==> src/hw/rtl/ship_pkg.sv <==
package ship_pkg;

  localparam int NUM_SETS    = 2048;
  localparam int SET_W       = 11;
  localparam int NUM_WAYS    = 16;
  localparam int WAY_W       = 4;
  localparam int MASK_BITS   = 16;
  localparam int SIG_ENTRIES = 1024;
  localparam int SIG_W       = 10;
  localparam int CTR_W       = 3;
  localparam int RRPV_W      = 2;
  localparam int RRPV_MAX    = 3;

  localparam logic [CTR_W-1:0] CTR_TOP = '1;
  localparam logic [CTR_W-1:0] CTR_MID = CTR_TOP >> 1;

  localparam int IN_DATA_W  = 48;
  localparam int IN_USER_W  = 2;
  localparam int OUT_DATA_W = 8;

  localparam int USER_OPCODE_BIT = 0;
  localparam int USER_IS_HIT_BIT = 1;

  localparam logic OP_VICTIM = 1'b0;
  localparam logic OP_UPDATE = 1'b1;

  localparam int QUEUE_DEPTH = 2;
  localparam int QPTR_W      = 1;
  localparam int QCNT_W      = 2;

  localparam int KIND_W = 2;
  localparam logic [KIND_W-1:0] KIND_FREE   = 2'd0;
  localparam logic [KIND_W-1:0] KIND_SEARCH = 2'd1;
  localparam logic [KIND_W-1:0] KIND_HIT    = 2'd2;
  localparam logic [KIND_W-1:0] KIND_FILL   = 2'd3;

  typedef struct packed {
    logic [RRPV_W-1:0] rrpv;
    logic              valid;
    logic              reused;
    logic [SIG_W-1:0]  sig;
  } way_t;

  typedef way_t [NUM_WAYS-1:0] row_t;

  localparam way_t WAY_RESET = '{
    rrpv:   RRPV_W'(RRPV_MAX),
    valid:  1'b0,
    reused: 1'b0,
    sig:    '0
  };

  typedef struct packed {
    logic [KIND_W-1:0] kind;
    logic [SET_W-1:0]  set_idx;
    logic [WAY_W-1:0]  way;
    logic [SIG_W-1:0]  pc;
  } req_t;

  typedef struct packed {
    logic             inserted_hot;
    logic             found_free_way;
    logic [WAY_W-1:0] victim_way;
  } result_t;

  typedef struct packed {
    logic push;
    logic full;
  } push_ctl_t;

endpackage

==> src/hw/rtl/ship_front.sv <==
module ship_front (
  input  logic                                in_tvalid,
  output logic                                in_tready,
  // set_index[10:0], way_index[14:11], pc_low_bits[24:15], way_valid_mask[40:25], zero pad
  input  logic [ship_pkg::IN_DATA_W-1:0]      in_tdata,
  // opcode[0], is_hit[1]
  input  logic [ship_pkg::IN_USER_W-1:0]      in_tuser,
  input  logic                                clear_busy,
  input  logic                                q_full,
  output logic                                q_push,
  output ship_pkg::req_t                      q_req
);

  localparam int WAY_LSB  = ship_pkg::SET_W;
  localparam int PC_LSB   = WAY_LSB + ship_pkg::WAY_W;
  localparam int MASK_LSB = PC_LSB + ship_pkg::SIG_W;

  logic [ship_pkg::MASK_BITS-1:0] mask;
  logic                           free_found;
  logic [ship_pkg::WAY_W-1:0]     free_way;
  logic                           opcode;
  logic                           is_hit;

  assign mask      = in_tdata[MASK_LSB +: ship_pkg::MASK_BITS];
  assign opcode    = in_tuser[ship_pkg::USER_OPCODE_BIT];
  assign is_hit    = in_tuser[ship_pkg::USER_IS_HIT_BIT];
  assign in_tready = !q_full && !clear_busy;
  assign q_push    = in_tvalid && in_tready;

  // lowest way that the mask shows as free
  always_comb begin
    free_found = 1'b0;
    free_way   = '0;
    for (int w = ship_pkg::NUM_WAYS - 1; w >= 0; w--) begin
      if (w < ship_pkg::MASK_BITS && !mask[w]) begin
        free_found = 1'b1;
        free_way   = ship_pkg::WAY_W'(w);
      end
    end
  end

  always_comb begin
    q_req.set_idx = in_tdata[ship_pkg::SET_W-1:0];
    q_req.pc      = in_tdata[PC_LSB +: ship_pkg::SIG_W];
    q_req.way     = in_tdata[WAY_LSB +: ship_pkg::WAY_W];
    if (opcode == ship_pkg::OP_VICTIM) begin
      if (free_found) begin
        q_req.kind = ship_pkg::KIND_FREE;
        q_req.way  = free_way;
      end else begin
        q_req.kind = ship_pkg::KIND_SEARCH;
      end
    end else if (is_hit) begin
      q_req.kind = ship_pkg::KIND_HIT;
    end else begin
      q_req.kind = ship_pkg::KIND_FILL;
    end
  end

endmodule

==> config.mk <==
export PLATFORM = sky130hd
export DESIGN_NAME = ship_front
export DESIGN_NICKNAME = d
export VERILOG_FILES = /design/src/hw/rtl/ship_pkg.sv /design/src/hw/rtl/ship_front.sv
export SDC_FILE = /design/constraint.sdc
export NUM_CORES = 1
export LEC_CHECK = 0
export ABC_AREA = 1
export BUFFER_PORTS_ARGS = -buffer_cell sky130_fd_sc_hd__buf_2
export CAP_MARGIN = 20
export CORE_MARGIN = 2
export CORE_UTILIZATION = 28
export DETAILED_ROUTE_END_ITERATION = 12
export PLACE_DENSITY = 0.89
export SLEW_MARGIN = 20
export SYNTH_ARGS = -nofsm -noshare
export SYNTH_HDL_FRONTEND = slang
export SYNTH_SLANG_ARGS = --single-unit
==> constraint.sdc <==
create_clock -name vclk -period 1.2
set_input_delay 0.06 -clock vclk [all_inputs]
set_output_delay 0.06 -clock vclk [all_outputs]
set_load 0.05 [all_outputs]
=== Word level (Yosys, flattened, before mapping) ===
Index checks and enable logic that the tools add are counted.

* Bits in registers: 0
* Bits in latches: 0
* Bits in writable memories: 0
* Memory bits (read-only): 0
* Input bits: 53
* Output and inout bits: 29
* Logic and storage cells: 41
* Memories kept: 0

* Add/subtract/negate cells: 0
* Multiply operators: 0
* Div/mod/pow operators: 0
* Magnitude comparators: 0
* Eq/ne operators: 0
* Shifts and indexed selects: 0
* Muxes and demuxes: 37
* Bitwise gates (word level): 0
* Reductions and logical operators: 4

{| class="wikitable"
|+ Operators by type and width
! cell !! count
|-
| $mux 4 || 18
|-
| $mux 1 || 18
|-
| $logic_and 1x1->1 || 2
|-
| $logic_not 1->1 || 2
|-
| $mux 2 || 1
|}

=== Logic depth before layout (Yosys ltp) ===
Gate-level depths: netlist of the first run.

* Depth in word-level cells: 18
* Gate-level depth with buffers: 17
* Gate-level depth less buffers: 17

=== Worst setup path after synthesis of the first run ===
OpenSTA, ideal clock, no wires.

* Path type: input -> output
* From: input in_tdata[37] in the netlist's numbering
* To: output q_req[25] in the netlist's numbering
* Data arrival time: 1,341 ps
* Required time: 1,140 ps
* Path slack: -201 ps
* Stages: 4
* Path buffers: 0
* Cells stage by stage: nand4_1 o31ai_4 nand2_2 a21oi_1

{| class="wikitable"
|+ RTL lines
! item !! line !! source
|-
| start, declared || ship_front.sv:5 || <nowiki>input logic [ship_pkg::IN_DATA_W-1:0] in_tdata,</nowiki>
|-
| end, declared || ship_front.sv:11 || <nowiki>output ship_pkg::req_t q_req</nowiki>
|}

==> results of run 1 <==
==> path summary, 6_finish.rpt <==
check  cells past startpoint  slack (ns)   endpoint
max                        8      -0.009  q_req[11]
min                        0        0.12  q_req[18]
==> cell usage after synthesis, drive strengths merged <==
cell   instances  area, sq um
nand2         32          125
a31oi          1         6.26
inv            5         18.8
nor2           7         26.3
nand3          4         20.0
o21ai          2         10.0
nor3b          1         7.51
a21oi          1         5.00
nand4          1         6.26
buf           22          165
o31ai          1         21.3
==> final cells by class <==
| type | instances | area, sq um |
|---|---|---|
| Timing Repair Buffer | 38 | 260 |
| Fill cell | 155 | 778 |
| Inverter | 5 | 18.8 |
| Tap cell | 15 | 18.8 |
| Multi-Input combinational cell | 50 | 258 |
==> cells by family after synthesis <==
logic type | count (synthesis) | synth area share [%]
simple gates | 45 | 45.0
compound gates | 5 | 10.3
buf+inv | 27 | 44.7
==> power by group through the flow <==
stage / Clock (mW) / Combinational, mW / Sequential (mW)
finish: 0 / 0.234 / 0
global route: 0 / 0.255 / 0
CTS: 0 / 0.201 / 0
detailed placement: 0 / 0.196 / 0
global placement: 0 / 0.191 / 0
floorplan: 0 / 0.310 / 0
==> repair_timing <==
action	4_1_cts	5_1_grt
hold buffers	0	0
setup endpoints to repair	3	5
resized for setup	3	18
buffers inserted	0	3
pin swaps	1	5
==> layer usage <==
layer,track usage (%),vias to the layer above
met4,0.625,0
li1,-,251
met2,20.6,32
met1,10.9,169
met5,0,-
met3,4.31,0
==> through the flow <==
step                      hold WS [ns]  setup slack [ns]  setup TNS (ns)  util (%)  power [mW]
after floorplan                  0.221            0.0934               0         -       0.310
after global placement           0.120           -0.0478         -0.0478      34.3       0.191
after detailed placement         0.120           -0.0693          -0.125      34.3       0.196
after CTS                        0.120           -0.0180         -0.0180      34.9       0.201
after global routing             0.120            -0.153          -0.304      41.7       0.255
final                            0.120          -0.00943         -0.0145      41.7       0.234
==> metrics.md, run 1 <==
| Metric | Value |
|---|---|
| Power share of the sequential group | `0%` |
| Post-placement cell count | `105` |
| CP required | `1.14 ns` |
| Nets | `148` |
| CP arrival | `1.15 ns` |
| CP max FO | `4` |
| Synth Area per Inst | `5.35 sq um` |
| Synth Instances | `77` |
| Gp weighted congestion | `0.777` |
| Pleak | `0.319 nW` |
| Drt drc | `0` |
| Max-cap viol count | `0` |
| Clock group share of total power | `0%` |
| Register area | `0 sq um` |
| GRT Util Overall | `10.6%` |
| Met3 routed WL | `128 um` |
| 1st-pass router iterations | `2` |
| Commonest non-fill, non-tap cell in the layout | `nand2_1` |
| Max VDD drop | `0.000135 V` |
| Pin count of the biggest net entering global routing | `6` |
| Gate power share | `100.0%` |
| Via density per instance | `4.19` |
| Worst Setup SP | `in_tdata[38]` |
| Max_slew headroom | `83.4%` |
| Top Layer Used | `met3` |
| Top delay family on crit path | `buffers and inverters` |
| Period utilisation layout | `101%` |
| Critical-path top delay cell | `o31ai_4` |
| Commonest non-fill, non-tap cells in the layout | `nand2_1, buf_2, buf_6` |
| Cell Area, Placed | `458 sq um` |
| Power Internal | `0.100 mW` |
| CP startpoint kind | `input port` |
| RSZ-0062 raised after global routing | `yes` |
| Unique masters post-synth | `14` |
| Pwr dens | `422 nW/um^2` |
| Total number of vias | `452` |
| CP max stage delay | `0.30 ns` |
| Post-Route WL | `972 um` |
| Wirelength per Cell | `9.00 um` |
| Area Growth Syn to Fin | `35.0%` |
| Synth Cell Area | `412 sq um` |
| Final instance area | `556 sq um` |
| Die X | `42.3 um` |
| Min Clock Period, post-route | `1.21 ns` |
| Register area share after synthesis | `0%` |
| Site Rows | `13` |
| Syn_nets | `130` |
| HP Start | `in_tdata[4]` |
| Antenna-violating nets left | `0` |
| Crit-path cells | `buf_6, nand4_1, o31ai_4, buf_4, buf_6, nand3_2, o21ai_2, buf_6` |
| FF+latch count | `0` |
| Critical Path Most Common Cell | `buf_6` |
| Failing checks | `setup timing` |
| Pins Over Slew Limit | `0` |
| First-pass GRT wire length | `1640 um` |
| # diodes | `0` |
| Max Clock Freq | `827 MHz` |
| Kind of end point of the critical path | `output pin` |
| Yosys warns | `0` |
| Core area | `1330 sq um` |
| Vias in the first global route | `436` |
| Outcome | `complete, but fails checks` |
| IO buf count | `33` |
| Setup Viol. Count Final | `2` |
| I/O pin count | `82` |
| Worst Path Class, Setup | `input port to output pin` |
| Die Y | `42.3 um` |
| Clkbuf count | `0` |
| Antenna violations before repair | `0` |
| Final hold viol count | `0` |
| Critical path buffers and inverters | `4` |
| Starting Density | `30.9%` |
| Met2 wire length | `519 um` |
| Setup ws final | `-0.00943 ns` |
| Final HPWL DP | `833 um` |
| Switching Share | `57.1%` |
| Non-Filler Instances | `108` |
| WL met1 | `324 um` |
| Total grt overflow | `0` |
| First-iteration detailed-routing DRC count | `2` |
| DIE AREA | `1790 sq um` |
| Layout cells sized above 1 | `54.8%` |
| Hold crit path type | `input port to output pin` |
| Worst-Margin Slew | `0.251 ns` |
| Switch Pwr | `0.134 mW` |
Power figures use the tool's default switching activity.
==> inputs of run 2 (changes only) <==
--- a/config.mk
+++ b/config.mk
@@ -6,12 +6,11 @@
 export NUM_CORES = 1
 export LEC_CHECK = 0
 export ABC_AREA = 1
-export BUFFER_PORTS_ARGS = -buffer_cell sky130_fd_sc_hd__buf_2
 export CAP_MARGIN = 20
-export CORE_MARGIN = 2
-export CORE_UTILIZATION = 28
+export CORE_AREA = 2 2 39 41
 export DETAILED_ROUTE_END_ITERATION = 12
-export PLACE_DENSITY = 0.89
+export DIE_AREA = 0 0 41 43
+export DONT_BUFFER_PORTS = 1
 export SLEW_MARGIN = 20
 export SYNTH_ARGS = -nofsm -noshare
 export SYNTH_HDL_FRONTEND = slang
==> run 2 against run 1 <==
The run now ends clean. Utilization shrank 14 points. Sequential share of layout area is the same. Sequential cell count is the same. Combinational power shrank 26%. Final area shrank 30%. First-iteration DRC count is the same. Critical path type unchanged. Critical endpoint is now q_req[10]. Highest routed layer unchanged.
==> metrics.md, run 2 (synthesis results as in run 1) <==
| Metric | Value |
|---|---|
| Post-route setup TNS | `0 ns` |
| Area Growth Syn to Fin | `-5.47%` |
| Starting Density | `29.7%` |
| FF+latch count | `0` |
| CP arrival | `1.00 ns` |
| Worst-Margin Slew | `0.416 ns` |
| Worst Path Class, Setup | `input port to output pin` |
| Switch Pwr | `0.102 mW` |
| I/O pin count | `82` |
| Period utilisation layout | `88.3%` |
| Commonest non-fill, non-tap cell in the layout | `nand2_1` |
| Layout cells sized above 1 | `27.4%` |
| Power Internal | `0.0696 mW` |
| Kind of end point of the critical path | `output pin` |
| Min-Delay Path Depth | `0` |
| RSZ-0062 raised after global routing | `no` |
| Min Clock Period, post-route | `1.06 ns` |
| Commonest non-fill, non-tap cells in the layout | `nand2_1, nor2_1, nand2_2, nand3_1, buf_12` |
| CP startpoint kind | `input port` |
| CP required | `1.14 ns` |
| 1st-pass router iterations | `2` |
| Max Clock Freq | `944 MHz` |
| Critical-path top delay cell | `buf_12` |
| Post-Route WL | `806 um` |
| Via density per instance | `4.81` |
| Pleak | `0.192 nW` |
| Nets | `117` |
| Outcome | `complete, no violations` |
| Antenna-violating nets left | `0` |
| Gate power share | `100.0%` |
| Total grt overflow | `0` |
| Setup ws final | `0.140 ns` |
| # diodes | `0` |
| Clock group share of total power | `0%` |
| Die X | `41 um` |
| First-iteration detailed-routing DRC count | `2` |
| Top delay family on crit path | `simple AND/OR/NAND/NOR gates` |
| Pwr dens | `441 nW/um^2` |
| CP max FO | `3` |
| Hold crit path type | `input port to output pin` |
| Max_slew headroom | `72.2%` |
| Drt drc | `0` |
| Final hold viol count | `0` |
| Pin count of the biggest net entering global routing | `6` |
| Max VDD drop | `0.000125 V` |
| Die Y | `43 um` |
| Gp weighted congestion | `0.649` |
| Wirelength per Cell | `10.3 um` |
| Max-cap viol count | `0` |
| Pins Over Slew Limit | `0` |
| Critical path buffers and inverters | `2` |
| Switching Share | `59.5%` |
| Total number of vias | `375` |
| Vias in the first global route | `252` |
| First-pass GRT wire length | `903 um` |
| Critical Path Most Common Cell | `nand2_1` |
| DIE AREA | `1760 sq um` |
| Crit path depth | `18` |
| Register area | `0 sq um` |
| Site Rows | `14` |
| IO buf count | `0` |
| Power share of the sequential group | `0%` |
| Final HPWL DP | `772 um` |
| Worst slack, placed | `0.124 ns` |
| Crit-path cells | `inv_4, nand2_2, nand2_1, nand2_1, nand2_1, nand2_1, nand2_1, nand2_1, nand2_1, nand2_1, nand2_1, nand2_1, nand2_1, nand2_1, nand2_1, nand2_1, nand2_2, buf_12` |
| Clkbuf count | `0` |
| GRT Util Overall | `6.69%` |
| Antenna violations before repair | `0` |
| Fill cells | `169` |
| CP max stage delay | `0.13 ns` |
| Setup Viol. Count Final | `0` |
| Post CTS Setup Buffer Count | `0` |
| Core area | `1380 sq um` |
[run 2: layout make-up]
class / count / area, sq um / share of cell area [%]
timing repair buffer: 7 / 103 / 26.4
multi-input combinational: 50 / 245 / 63.0
tap: 16 / 20.0 / 5.14
inverter: 5 / 21.3 / 5.47
[run 2: through the flow]
step / cells / power (mW) / hold WS, ns / instance area [sq um] / util (%)
CTS: 78 / 0.171 / 0.120 / 382 / 27.6
global route: 78 / 0.185 / 0.120 / 389 / 28.1
finish: 78 / 0.172 / 0.120 / 389 / 28.1
detailed placement: 78 / 0.171 / 0.120 / 382 / 27.6
floorplan: 77 / 0.310 / 0.221 / 424 / -
global placement: 78 / 0.169 / 0.120 / 382 / 27.6
[run 2: what timing repair did]
action | in CTS | in global routing
endpoints found under the setup margin | 0 | 1
hold buffers | 0 | 0
gates resized for setup | 0 | 4
[run 2: path summary, 6_finish.rpt]
check	startpoint	endpoint	slack (ns)
setup / recovery	in_tdata[40]	q_req[10]	0.14
hold / removal	in_tdata[20]	q_req[5]	0.12
[run 2: layer usage]
metal | GRT usage, % | vias up | wire length [um]
met5 | 0 | - | 0
li1 | - | 190 | -
met2 | 11.3 | 33 | 375
met1 | 9.18 | 152 | 271
met3 | 0.524 | 0 | 160
met4 | 0.667 | 0 | 0
[run 2: power by group through the flow]
stage	clock, mW	sequential (mW)	combinational, mW
floorplan	0	0	0.310
global placement	0	0	0.169
detailed placement	0	0	0.171
CTS	0	0	0.171
global route	0	0	0.185
finish	0	0	0.172
