===== config.mk =====
export PLATFORM = sky130hd
export DESIGN_NAME = ship_queue
export DESIGN_NICKNAME = d
export VERILOG_FILES = /design/src/hw/rtl/ship_pkg.sv /design/src/hw/rtl/ship_queue.sv
export SDC_FILE = /design/constraint.sdc
export NUM_CORES = 1
export LEC_CHECK = 0
export ABC_AREA = 0
export BUFFER_PORTS_ARGS = -buffer_cell sky130_fd_sc_hd__buf_4
export CAP_MARGIN = 25
export CORE_MARGIN = 4
export CORE_UTILIZATION = 51
export DETAILED_ROUTE_END_ITERATION = 8
export PLACE_DENSITY_LB_ADDON = 0.12
export RECOVER_POWER = 25
export SLEW_MARGIN = 10
export SYNTH_ARGS = -nofsm -noshare
export SYNTH_HDL_FRONTEND = slang
export SYNTH_SLANG_ARGS = --single-unit

===== constraint.sdc =====
create_clock -name clk -period 3.14 [get_ports clk]
set_input_delay 0.942 -clock clk [delete_from_list [all_inputs] [get_ports clk]]
set_output_delay 0.942 -clock clk [all_outputs]
set_load 0.02 [all_outputs]

===== src/hw/rtl/ship_pkg.sv =====
package ship_pkg;

  localparam int NUM_SETS    = 2048;
  localparam int SET_W       = 11;
  localparam int NUM_WAYS    = 16;
  localparam int WAY_W       = 4;
  localparam int MASK_BITS   = 16;
  localparam int SIG_ENTRIES = 1024;
  localparam int SIG_W       = 10;
  localparam int CTR_W       = 3;
  localparam int RRPV_W      = 2;
  localparam int RRPV_MAX    = 3;

  localparam logic [CTR_W-1:0] CTR_TOP = '1;
  localparam logic [CTR_W-1:0] CTR_MID = CTR_TOP >> 1;

  localparam int IN_DATA_W  = 48;
  localparam int IN_USER_W  = 2;
  localparam int OUT_DATA_W = 8;

  localparam int USER_OPCODE_BIT = 0;
  localparam int USER_IS_HIT_BIT = 1;

  localparam logic OP_VICTIM = 1'b0;
  localparam logic OP_UPDATE = 1'b1;

  localparam int QUEUE_DEPTH = 2;
  localparam int QPTR_W      = 1;
  localparam int QCNT_W      = 2;

  localparam int KIND_W = 2;
  localparam logic [KIND_W-1:0] KIND_FREE   = 2'd0;
  localparam logic [KIND_W-1:0] KIND_SEARCH = 2'd1;
  localparam logic [KIND_W-1:0] KIND_HIT    = 2'd2;
  localparam logic [KIND_W-1:0] KIND_FILL   = 2'd3;

  typedef struct packed {
    logic [RRPV_W-1:0] rrpv;
    logic              valid;
    logic              reused;
    logic [SIG_W-1:0]  sig;
  } way_t;

  typedef way_t [NUM_WAYS-1:0] row_t;

  localparam way_t WAY_RESET = '{
    rrpv:   RRPV_W'(RRPV_MAX),
    valid:  1'b0,
    reused: 1'b0,
    sig:    '0
  };

  typedef struct packed {
    logic [KIND_W-1:0] kind;
    logic [SET_W-1:0]  set_idx;
    logic [WAY_W-1:0]  way;
    logic [SIG_W-1:0]  pc;
  } req_t;

  typedef struct packed {
    logic             inserted_hot;
    logic             found_free_way;
    logic [WAY_W-1:0] victim_way;
  } result_t;

  typedef struct packed {
    logic push;
    logic full;
  } push_ctl_t;

endpackage


===== src/hw/rtl/ship_queue.sv =====
module ship_queue (
  input  logic                 clk,
  input  logic                 rst_n,
  input  ship_pkg::push_ctl_t  push_ctl,
  input  ship_pkg::req_t       push_req,
  output logic                 full,
  input  logic                 pop,
  output ship_pkg::req_t       pop_req,
  output logic                 empty
);

  ship_pkg::req_t                 mem_r [ship_pkg::QUEUE_DEPTH];
  logic [ship_pkg::QPTR_W-1:0]    wr_ptr_r;
  logic [ship_pkg::QPTR_W-1:0]    rd_ptr_r;
  logic [ship_pkg::QCNT_W-1:0]    cnt_r;
  logic [ship_pkg::QCNT_W-1:0]    cnt_nxt;
  logic                           do_push;
  logic                           do_pop;

  assign full    = cnt_r == ship_pkg::QCNT_W'(ship_pkg::QUEUE_DEPTH);
  assign empty   = cnt_r == '0;
  assign do_push = push_ctl.push && !push_ctl.full;
  assign do_pop  = pop && !empty;
  assign pop_req = mem_r[rd_ptr_r];

  always_comb begin
    cnt_nxt = cnt_r;
    if (do_push && !do_pop) begin
      cnt_nxt = cnt_r + 1'b1;
    end else if (do_pop && !do_push) begin
      cnt_nxt = cnt_r - 1'b1;
    end
  end

  always_ff @(posedge clk) begin
    if (!rst_n) begin
      wr_ptr_r <= '0;
      rd_ptr_r <= '0;
      cnt_r    <= '0;
    end else begin
      cnt_r <= cnt_nxt;
      if (do_push) begin
        wr_ptr_r <= wr_ptr_r + 1'b1;
      end
      if (do_pop) begin
        rd_ptr_r <= rd_ptr_r + 1'b1;
      end
    end
  end

  always_ff @(posedge clk) begin
    if (do_push) begin
      mem_r[wr_ptr_r] <= push_req;
    end
  end

endmodule


Word-level counts from Yosys, hierarchy flattened
Memory sizes are Yosys's and may differ from the RTL's. A register that Yosys moved wholly into a read port is not among the register bits.
Index checks and enable logic that the tools add are counted.
Storage, ports and cells
  register bits after elaboration: 4
  RAM bits: 54
  input port bits: 32
  output and inout port bits: 29
  word-level logic and storage cells: 25
  memories: 1
Cells by class
  add/sub/neg operators: 4
  eq/ne operators: 1
  multiplexer cells: 6
  reductions and logical operators: 10
Memory list
  mem_r: words 2, bits a word 27, rd ports 1, clocked after Yosys merged registers in 1, wr ports 1, line ship_queue.sv:12  | ship_pkg::req_t mem_r [ship_pkg::QUEUE_DEPTH];
Operator list (number)
  $logic_and 1x1->1: 4
  $logic_not 1->1: 4
  $mux 1: 4
  $mux 2: 2
  $add 1x1->1 const B: 2
  $add 2x1->2 const B: 1
  $eq 2x2->1 const B: 1
  $logic_not 2->1: 1
  $reduce_bool 2->1: 1
  $sub 2x1->2 const B: 1

Logic depth before layout (Yosys ltp)
Gate-level depths: netlist of run 1.
  depth in word-level cells: 6
  gate-level depth with buffers: 5
  mapped depth without buffers: 5

Worst setup path before layout of run 1
Ideal clock, no wire load.
  path type: input to register
  start point: input port push_ctl[1] (netlist name)
  end point: memory mem_r[0][0] (netlist name) (enable)
  setup time: 0.415 ns
  data arrival time: 2.449 ns
  data required time: 2.725 ns
  path slack: 0.276 ns
  cell stages on the path: 2
  buffers on the path: 0
  cells stage by stage: nor2b_1 nor2b_1
Between the ends
  word-level cells in the longest chain between the ends: 3
Ends and longest elaborated chain
  from (decl): line ship_queue.sv:4  | input ship_pkg::push_ctl_t push_ctl,
  $logic_and 1x1->1: line ship_queue.sv:22  | assign do_push = push_ctl.push && !push_ctl.full;
  $mux 1: line ship_queue.sv:52  | if (do_push) begin
  $mux 1 (implied by the code): line ship_queue.sv:53  | mem_r[wr_ptr_r] <= push_req;
  to (decl): line ship_queue.sv:12
No other way between the ends.

==> metrics, run 1 <==
status completed; Netlist Area Pre-Place about 2200 µm²; relative slew slack 69.6%; met2 wire len 1.99 mm; placed cell count between 200 and 250; synthesized-area fraction occupied by and/or/nand/nor cells between 2 and 3%; Critical Path Start Type flop; wl on met1 1.35 mm; required time worst endpoint 2.20 ns; r2r setup slk 1.64 ns; post-CTS sizing 0; largest family of logic cells by synthesized area multiplexers; Final HPWL DP 2.54 mm; CTS tree yes; crit path to pop_req[11]; r2r endpoint cnt_r[1]$_SDFFE_PN0P_; die height about 73 µm; CP max-delay cell mux2_2; drt drc 0; max_cap viols 0; H-tree depth 3; # diodes 0; Finished Layout Cells approximately 240; CTS clk-pin slew, worst paths 0.06 ns; cell count after synthesis about 110; post-route ant nets 0; post-synthesis sequential area ratio a little under 80%; Yosys warnings 0; clock sink count between 50 and 60; Adder-Cell Fraction of Synth Area 0.577%; Initial Util 53.5%; actual transition at the worst max-transition pin roughly 0.45 ns; RSZ-0062 raised after global routing no; clock root cell clkbuf_8; Synth Register Bits 59; maximum clock path buffer count 2; CTS Buf Count 9; pin count of the biggest net entering global routing 22; Sw Share 26.5%; gpl congestion 0.697; XOR/XNOR Fraction of Synth Area approximately 1.2%; Reg area 1720 µm²; number of DRC markers in iteration 0 35; CTS Hold Bufs 0; vias in the first global route 1274; NumNets Final 213; Compound-Gate Fraction of Synth Area 1.15%; count of cell types in the netlist 16; post-detailed-routing wire length 3.71 mm; arrival time worst endpoint 1.41 ns; final-report max-slew violation count 0; Internal 1530 µW; sw power 553 µW; core area 4060 µm²; fin util 71.1%; setup bufs post-CTS 0; Die Area 5360 µm²; R2R Path Start cnt_r[0]$_SDFFE_PN0P_; CP max FO 14; Max IR drop VDD 0.465 mV; fin crit share 74.9%; Hold WC Path Type flop to flop; FMAX 425 MHz; PortBufs 60; number of fill cells 269; gr usage total 15.7%; DR top layer met4; Comb pwr share 25.8%; DR vias 1167; num rows 23; DR WL/cell 15.8 µm; Setup CP Type flop to primary output; Syn Nets 140; crit-path cells buf_4 > mux2_2 > buf_4; clock latency on the worst-skew pair approximately 0.33 ns; TNS Setup 0 ns; initial antenna violation count 0; Reg power frac 44.4%; layout cells sized above 1 54.6%; Die X 73.2 µm; power share of the clock group between 20 and 30%; Multi-input gate area 430 µm²; area grow syn2layout 32.9%; final hold vios 0; CP max stage delay 0.37 ns; post-synthesis mux area share between 10% and 20%; P_leak 0.00108 µW; I/O Pins 61; global route overflow 0; Final Critical Period 2.35 ns; R2R cell count 4; final setup fails 0; final clock skew 0.00379 ns; average size of a mapped cell around 20 µm²; first-pass GRT wire length 5.79 mm; Pre-antenna DRT Iters 4; CP endpoint kind primary output; P per Cell Area 724 nW/µm²; CP most frequent cell buf_4; Detail Route met3 WL 253 µm; Vias/cell roughly 5.0
[cells by family (layout without fill, tap and decap cells)]
kind of cell	Yosys count	after routing
xor+xnor	3	3
fa+ha+maj	1	1
buf+inv	3	81
mux	27	27
flops	59	59
simple gates	10	10
compound gates	4	4
[power by group through the flow]
stage          combinational [µW]  clock, µW  sequential [µW]
4_1_cts                       549        638              928
5_1_grt                       574        680              933
2_1_floorplan                 342          0              937
6_report                      538        622              928
3_3_place_gp                  534          0              940
3_5_place_dp                  545          0              945
[area by class of cell]
cell class                 instances  share of cell area (%)
tap                               50                    2.17
clock inverter                     4                    1.43
clock buffer                      12                    4.69
timing repair buffer              65                    17.1
sequential                        59                    59.7
multi-input combinational         45                    14.9
[metrics by stage]
step | area (µm²) | setup slack (ns) | hold WS, ns | total power [µW]
final | 2880 | 0.790 | 0.529 | 2090
after global routing | 2880 | 0.701 | 0.558 | 2190
after CTS | 2890 | 0.753 | 0.531 | 2120
after detailed placement | 2720 | 0.859 | 0.524 | 1490
after global placement | 2720 | 0.884 | 0.492 | 1470
after floorplan | 2170 | 0.276 | 0.479 | 1280
[metal layers]
layer,vias to the layer above,track usage [%]
met3,8,4.41
li1,560,-
met2,44,25.9
met5,-,0
met1,555,16.6
met4,0,12.3
[sequential cells by signal, summed over array words and instances, names as in the netlist, named ones only]
signal    count
mem_r        54
cnt_r         2
rd_ptr_r      1
wr_ptr_r      1
[cell usage in the layout (no fill, tap or decap)]
cell       Yosys  routed
edfxtp_1      54      54
buf_4          2      44
mux2_2        27      27
clkbuf_4       0      18
clkbuf_8       0       9
dfxtp_1        5       5
clkbuf_1       0       5
and2_1         4       4
nor2b_1        4       3
clkinv_1       0       3
xnor2_1        2       2
nor2_1         1       1
o21ai_1        1       1
nor2b_2        0       1
o21a_1         1       1
xor2_1         1       1
o21ai_0        1       1
or3_1          1       1
a21boi_1       1       1
ha_1           1       1
bufinv_16      0       1
buf_12         0       1
[synthesized netlist by cell type]
cell type   n  share of area [%]
edfxtp_1   54                 75
mux2_2     27                 14
dfxtp_1     5                4.6
and2_1      4                1.2
nor2b_1     4                1.2
buf_4       2               0.69
xnor2_1     2               0.81
a21boi_1    1               0.35
buf_2       1               0.23
ha_1        1               0.58
nor2_1      1               0.17
o21a_1      1               0.35
o21ai_0     1               0.23
o21ai_1     1               0.23
or3_1       1               0.29
xor2_1      1               0.40
[worst min path at each step]
| stage | startpoint | endpoint | slack (ns) | cells past startpoint |
|---|---|---|---|---|
| 2_1_floorplan | cnt_r[1]$_SDFFE_PN0P_ | cnt_r[1]$_SDFFE_PN0P_ | 0.48 | 2 |
| 3_3_place_gp | cnt_r[1]$_SDFFE_PN0P_ | cnt_r[1]$_SDFFE_PN0P_ | 0.49 | 2 |
| 3_5_place_dp | cnt_r[1]$_SDFFE_PN0P_ | cnt_r[1]$_SDFFE_PN0P_ | 0.52 | 2 |
| 4_1_cts | cnt_r[1]$_SDFFE_PN0P_ | cnt_r[1]$_SDFFE_PN0P_ | 0.53 | 2 |
| 5_1_grt | cnt_r[1]$_SDFFE_PN0P_ | cnt_r[1]$_SDFFE_PN0P_ | 0.56 | 2 |
| 6_report | cnt_r[1]$_SDFFE_PN0P_ | cnt_r[1]$_SDFFE_PN0P_ | 0.53 | 2 |
[worst max-delay path: cells and delay by family (launching register included)]
family | cells | cell delay (ns)
flops | 1 | 0.33
buf+inv | 2 | 0.38
mux | 1 | 0.37
Power figures use the tool's default switching activity.
==> run 2: changes to the inputs <==
CORE_UTILIZATION = 46   (was 51)
clock period = 2 ns   (was 3.14 ns; I/O delays follow)
==> metrics, run 2 (same netlist as run 1, synthesis figures left out) <==
Top reg by flops mem_r; relative slew slack 83.9%; hold path depth 1; Die X ~77 µm; final hold vios 0; status completed; post-detailed-routing wire length between 3 and 4 mm; final clock skew 0.00606 ns; CTS Hold Bufs 0; actual transition at the worst max-transition pin 0.241 ns; Initial Util slightly below 50%; fin crit share a little over nine tenths; commonest non-fill, non-tap cell in the layout edfxtp_1; RSZ-0062 raised after global routing no; FMAX 518 MHz; global route overflow 0; Final HPWL DP 2.65 mm; H-tree depth 3; clock latency on the worst-skew pair 0.31 ns; CTS tree yes; clock root cell clkbuf_8; PortBufs 60; Largest register FFs 54; final-report max-slew violation count 0; gpl congestion 0.644; max_cap viols 0; CP max FO 16; Multi-input gate area 435 µm²; first-pass GRT wire length just over 6 mm; vias in the first global route around 1300; Final Power about 3200 µW; Critical Path Start Type flop; Die Area 5880 µm²; Reg area 1730 µm²; Final Critical Period 1.93 ns; setup bufs post-CTS 0; final setup fails 0; arrival time worst endpoint roughly 1.3 ns; P_leak 0.00107 µW; area grow syn2layout 32.7%; DR WL/cell around 16 µm; gr usage total 14.1%; Hold WC Path Type primary input to flop; NumNets Final 213; pin count of the biggest net entering global routing 29; Finished Layout Cells 237; core area between 4000 and 5000 µm²; maximum clock path buffer count 2; CP max stage delay 0.36 ns; P per Cell Area around 1100 nW/µm²; layout cells sized above 1 53.5%; num rows 24; required time worst endpoint 1.40 ns; crit-path cells buf_12 > mux2_2 > buf_4; initial antenna violation count 0; CP endpoint kind primary output; biggest registers after layout mem_r: 54 flops, cnt_r: 2 flops; Vias/cell about 5; CTS clk-pin slew, worst paths 0.06 ns; # diodes 0; commonest cells after routing, fill and taps aside edfxtp_1, buf_4, mux2_2; number of fill cells 350; Setup CP Type flop to primary output; I/O Pins 61; CTS Buf Count 9; post-route ant nets 0; drt drc 0; DR vias 1173; R2R cell count 4; CP max-delay cell dfxtp_4; r2r setup slk 0.52 ns; Pre-antenna DRT Iters 4; Max IR drop VDD 0.808 mV; clock sink count roughly 60; die height 76.7 µm; number of DRC markers in iteration 0 40; placed cell count 221
run 2: routing by layer:
layer / up-vias / global-route usage, % / share of wire [%] / routed length, µm
met1: 567 / 14.1 / 38 / 1450
met2: 41 / 25.3 / 54 / 2040
met4: 0 / 8.15 / 1.1 / 41
met3: 4 / 4.80 / 6.5 / 246
li1: 561 / - / - / -
met5: - / 0 / 0 / 0
run 2: final cells by class:
type,instances,share of cell area (%)
clock buffers,11,4.56
multi-input cells,45,15.1
well taps,52,2.26
flip-flops and latches,59,59.9
repair buffers,65,17.4
clock inverters,5,0.695
run 2: stage by stage:
| step | area [µm²] | util, % | hold WS [ns] | TNS, ns | worst slack [ns] |
|---|---|---|---|---|---|
| finish | 2880 | 64.8 | 0.471 | 0 | 0.0688 |
| global route | 2880 | 64.8 | 0.461 | 0 | 0.0109 |
| CTS | 2880 | 64.8 | 0.447 | -0.0321 | -0.0106 |
| detailed placement | 2720 | 61.3 | 0.525 | 0 | 0.194 |
| global placement | 2720 | 61.3 | 0.493 | 0 | 0.250 |
| floorplan | 2180 | - | 0.479 | 0 | 0.0780 |
run 2: where the power goes:
part           leakage [µW]  total [µW]  switching [µW]  internal (µW)
sequential         0.000538        1470            45.6           1420
combinational      0.000454         872             417            455
clock             0.0000773         825             395            430
total               0.00107        3170             858           2310
run 2: final timing paths:
| path | end | startpoint |
|---|---|---|
| setup / recovery | pop_req[21] | flop |
| hold / removal | mem_r[1][18]$_DFFE_PP_ | push_req[18] |
| setup reg to reg | cnt_r[1]$_SDFFE_PN0P_ | cnt_r[0]$_SDFFE_PN0P_ |
| hold reg to reg | cnt_r[1]$_SDFFE_PN0P_ | cnt_r[1]$_SDFFE_PN0P_ |
run 2: what timing repair did:
action	in CTS	in global routing
gates resized for setup	1	6
pin swaps	0	0
endpoints found under the setup margin	16	27
run 2: critical path, delay by kind of cell (launching register included):
family	cells	cell delay, ns
buffers and inverters	2	0.31
flip-flops	1	0.36
multiplexers	1	0.34
==> run 3: changes to the inputs <==
CORE_UTILIZATION = 51   (was 46)
clock period = 2.05 ns   (was 2 ns; I/O delays follow)
==> metrics, run 3 (same netlist as run 1, synthesis figures left out) <==
Initial Util 53.5%; R2R cell count 4; TNS Setup 0 ns; initial antenna violation count 0; r2r endpoint cnt_r[1]$_SDFFE_PN0P_; CP endpoint kind primary output; final hold vios 0; Critical Path Start Type flop; setup bufs post-CTS 0; global route overflow 0; relative slew slack 82.1%; post-detailed-routing wire length 3.73 mm; gr usage total 14.8%; biggest registers after layout mem_r: 54 flops, cnt_r: 2 flops; DR vias about 1200; maximum clock path buffer count 2; H-tree depth 3; fin crit share 97.2%; clock latency on the worst-skew pair just over 0.3 ns; max_cap viols 0; layout cells sized above 1 56.1%; P_leak 0.00108 µW; crit-path cells buf_8 > mux2_2 > buf_4; CTS clk-pin slew, worst paths 0.06 ns; die height 73.2 µm; R2R Path Start cnt_r[0]$_SDFFE_PN0P_; area grow syn2layout 32.6%; Vias/cell 4.92; NumNets Final 215; Setup CP Type flop to primary output; clock root cell clkbuf_8; arrival time worst endpoint between 1 and 1.5 ns; clock sink count 59; # diodes 0; status completed; required time worst endpoint between 1 and 1.5 ns; commonest non-fill, non-tap cell in the layout edfxtp_1; hold slack 0.487 ns; post-route ant nets 0; worst hold endpoint mem_r[0][25]$_DFFE_PP_; CTS Buf Count 9; first-pass GRT wire length about 5.6 mm; fin util between 70 and 80%; FMAX roughly 500 MHz; r2r setup slk 0.57 ns; RSZ-0062 raised after global routing no; P per Cell Area about 1100 nW/µm²; drt drc 0; PortBufs 60; Hold WC Path Type primary input to flop; I/O Pins 61; CP max-delay cell dfxtp_2; final-report max-slew violation count 0; commonest cells after routing, fill and taps aside edfxtp_1, buf_4, mux2_2; CP max FO 15; Max IR drop VDD 0.692 mV; final setup fails 0; actual transition at the worst max-transition pin 0.268 ns; Die X 73.2 µm; final clock skew 0.00367 ns; CP max stage delay 0.37 ns; num rows 23; gpl congestion 0.733; DR WL/cell 15.7 µm; Final Power 3080 µW; number of DRC markers in iteration 0 48; hold path depth 1; vias in the first global route between 1000 and 1500; core area 4060 µm²; Final Critical Period 1.99 ns; CTS tree yes; Top reg by flops mem_r; Die Area around 5400 µm²; min-delay src push_req[25]; Final HPWL DP ~2.6 mm; pin count of the biggest net entering global routing 17; Pre-antenna DRT Iters 4; Largest register FFs between 50 and 60
-- run 3: repair_timing --
item | in CTS | in global routing
hold buffers | 0 | 0
endpoints found under the setup margin | 7 | 15
cloned | 0 | 1
gates resized for setup | 1 | 5
-- run 3: worst max-delay path: cells and delay by family, from the launching register on --
| family | cells | cell delay (ns) |
|---|---|---|
| muxes | 1 | 0.36 |
| buffers and inverters | 2 | 0.34 |
| DFF | 1 | 0.37 |
-- run 3: worst max-delay path by stage --
stage	startpoint	end	slack [ns]	depth (start not counted)
final	flop	pop_req[17]	0.06	3
after detailed placement	push_ctl[0]	cnt_r[1]$_SDFFE_PN0P_	0.19	5
after CTS	flop	pop_req[5]	0.004	3
after floorplan	push_ctl[1]	mem_r[0][0]$_DFFE_PP_	0.02	2
after global routing	flop	pop_req[3]	0.009	3
after global placement	push_ctl[0]	cnt_r[1]$_SDFFE_PN0P_	0.31	5
-- run 3: layout make-up --
cell class | instances | area [µm²]
Clock buffer | 11 | 131
Clock inverter | 5 | 20.0
Fill cell | 249 | 1180
Multi-Input combinational cell | 45 | 430
Sequential cell | 59 | 1720
Tap cell | 50 | 62.6
Timing Repair Buffer | 67 | 510
-- run 3: layer usage --
metal  wire length, µm  GRT usage, %  share of wire [%]  vias to the layer above
li1                  -             -                  -                      567
met1              1460          16.0                 39                      555
met2              1970          25.4                 53                       40
met3               238          4.13                6.4                        5
met4                61          9.22                1.6                        0
met5                 0             0                  0                        -
-- run 3: report_power, final --
| group | internal (µW) | switching, µW |
|---|---|---|
| combinational | 438 | 412 |
| clock | 420 | 384 |
| sequential | 1390 | 41.4 |
-- run 3: through the flow --
| step | setup WS (ns) | cell area (µm²) | cells |
|---|---|---|---|
| 2_1_floorplan | 0.0231 | 2170 | 107 |
| 3_3_place_gp | 0.310 | 2710 | 220 |
| 3_5_place_dp | 0.191 | 2710 | 220 |
| 4_1_cts | 0.00380 | 2870 | 236 |
| 5_1_grt | 0.00930 | 2880 | 237 |
| 6_report | 0.0573 | 2880 | 237 |
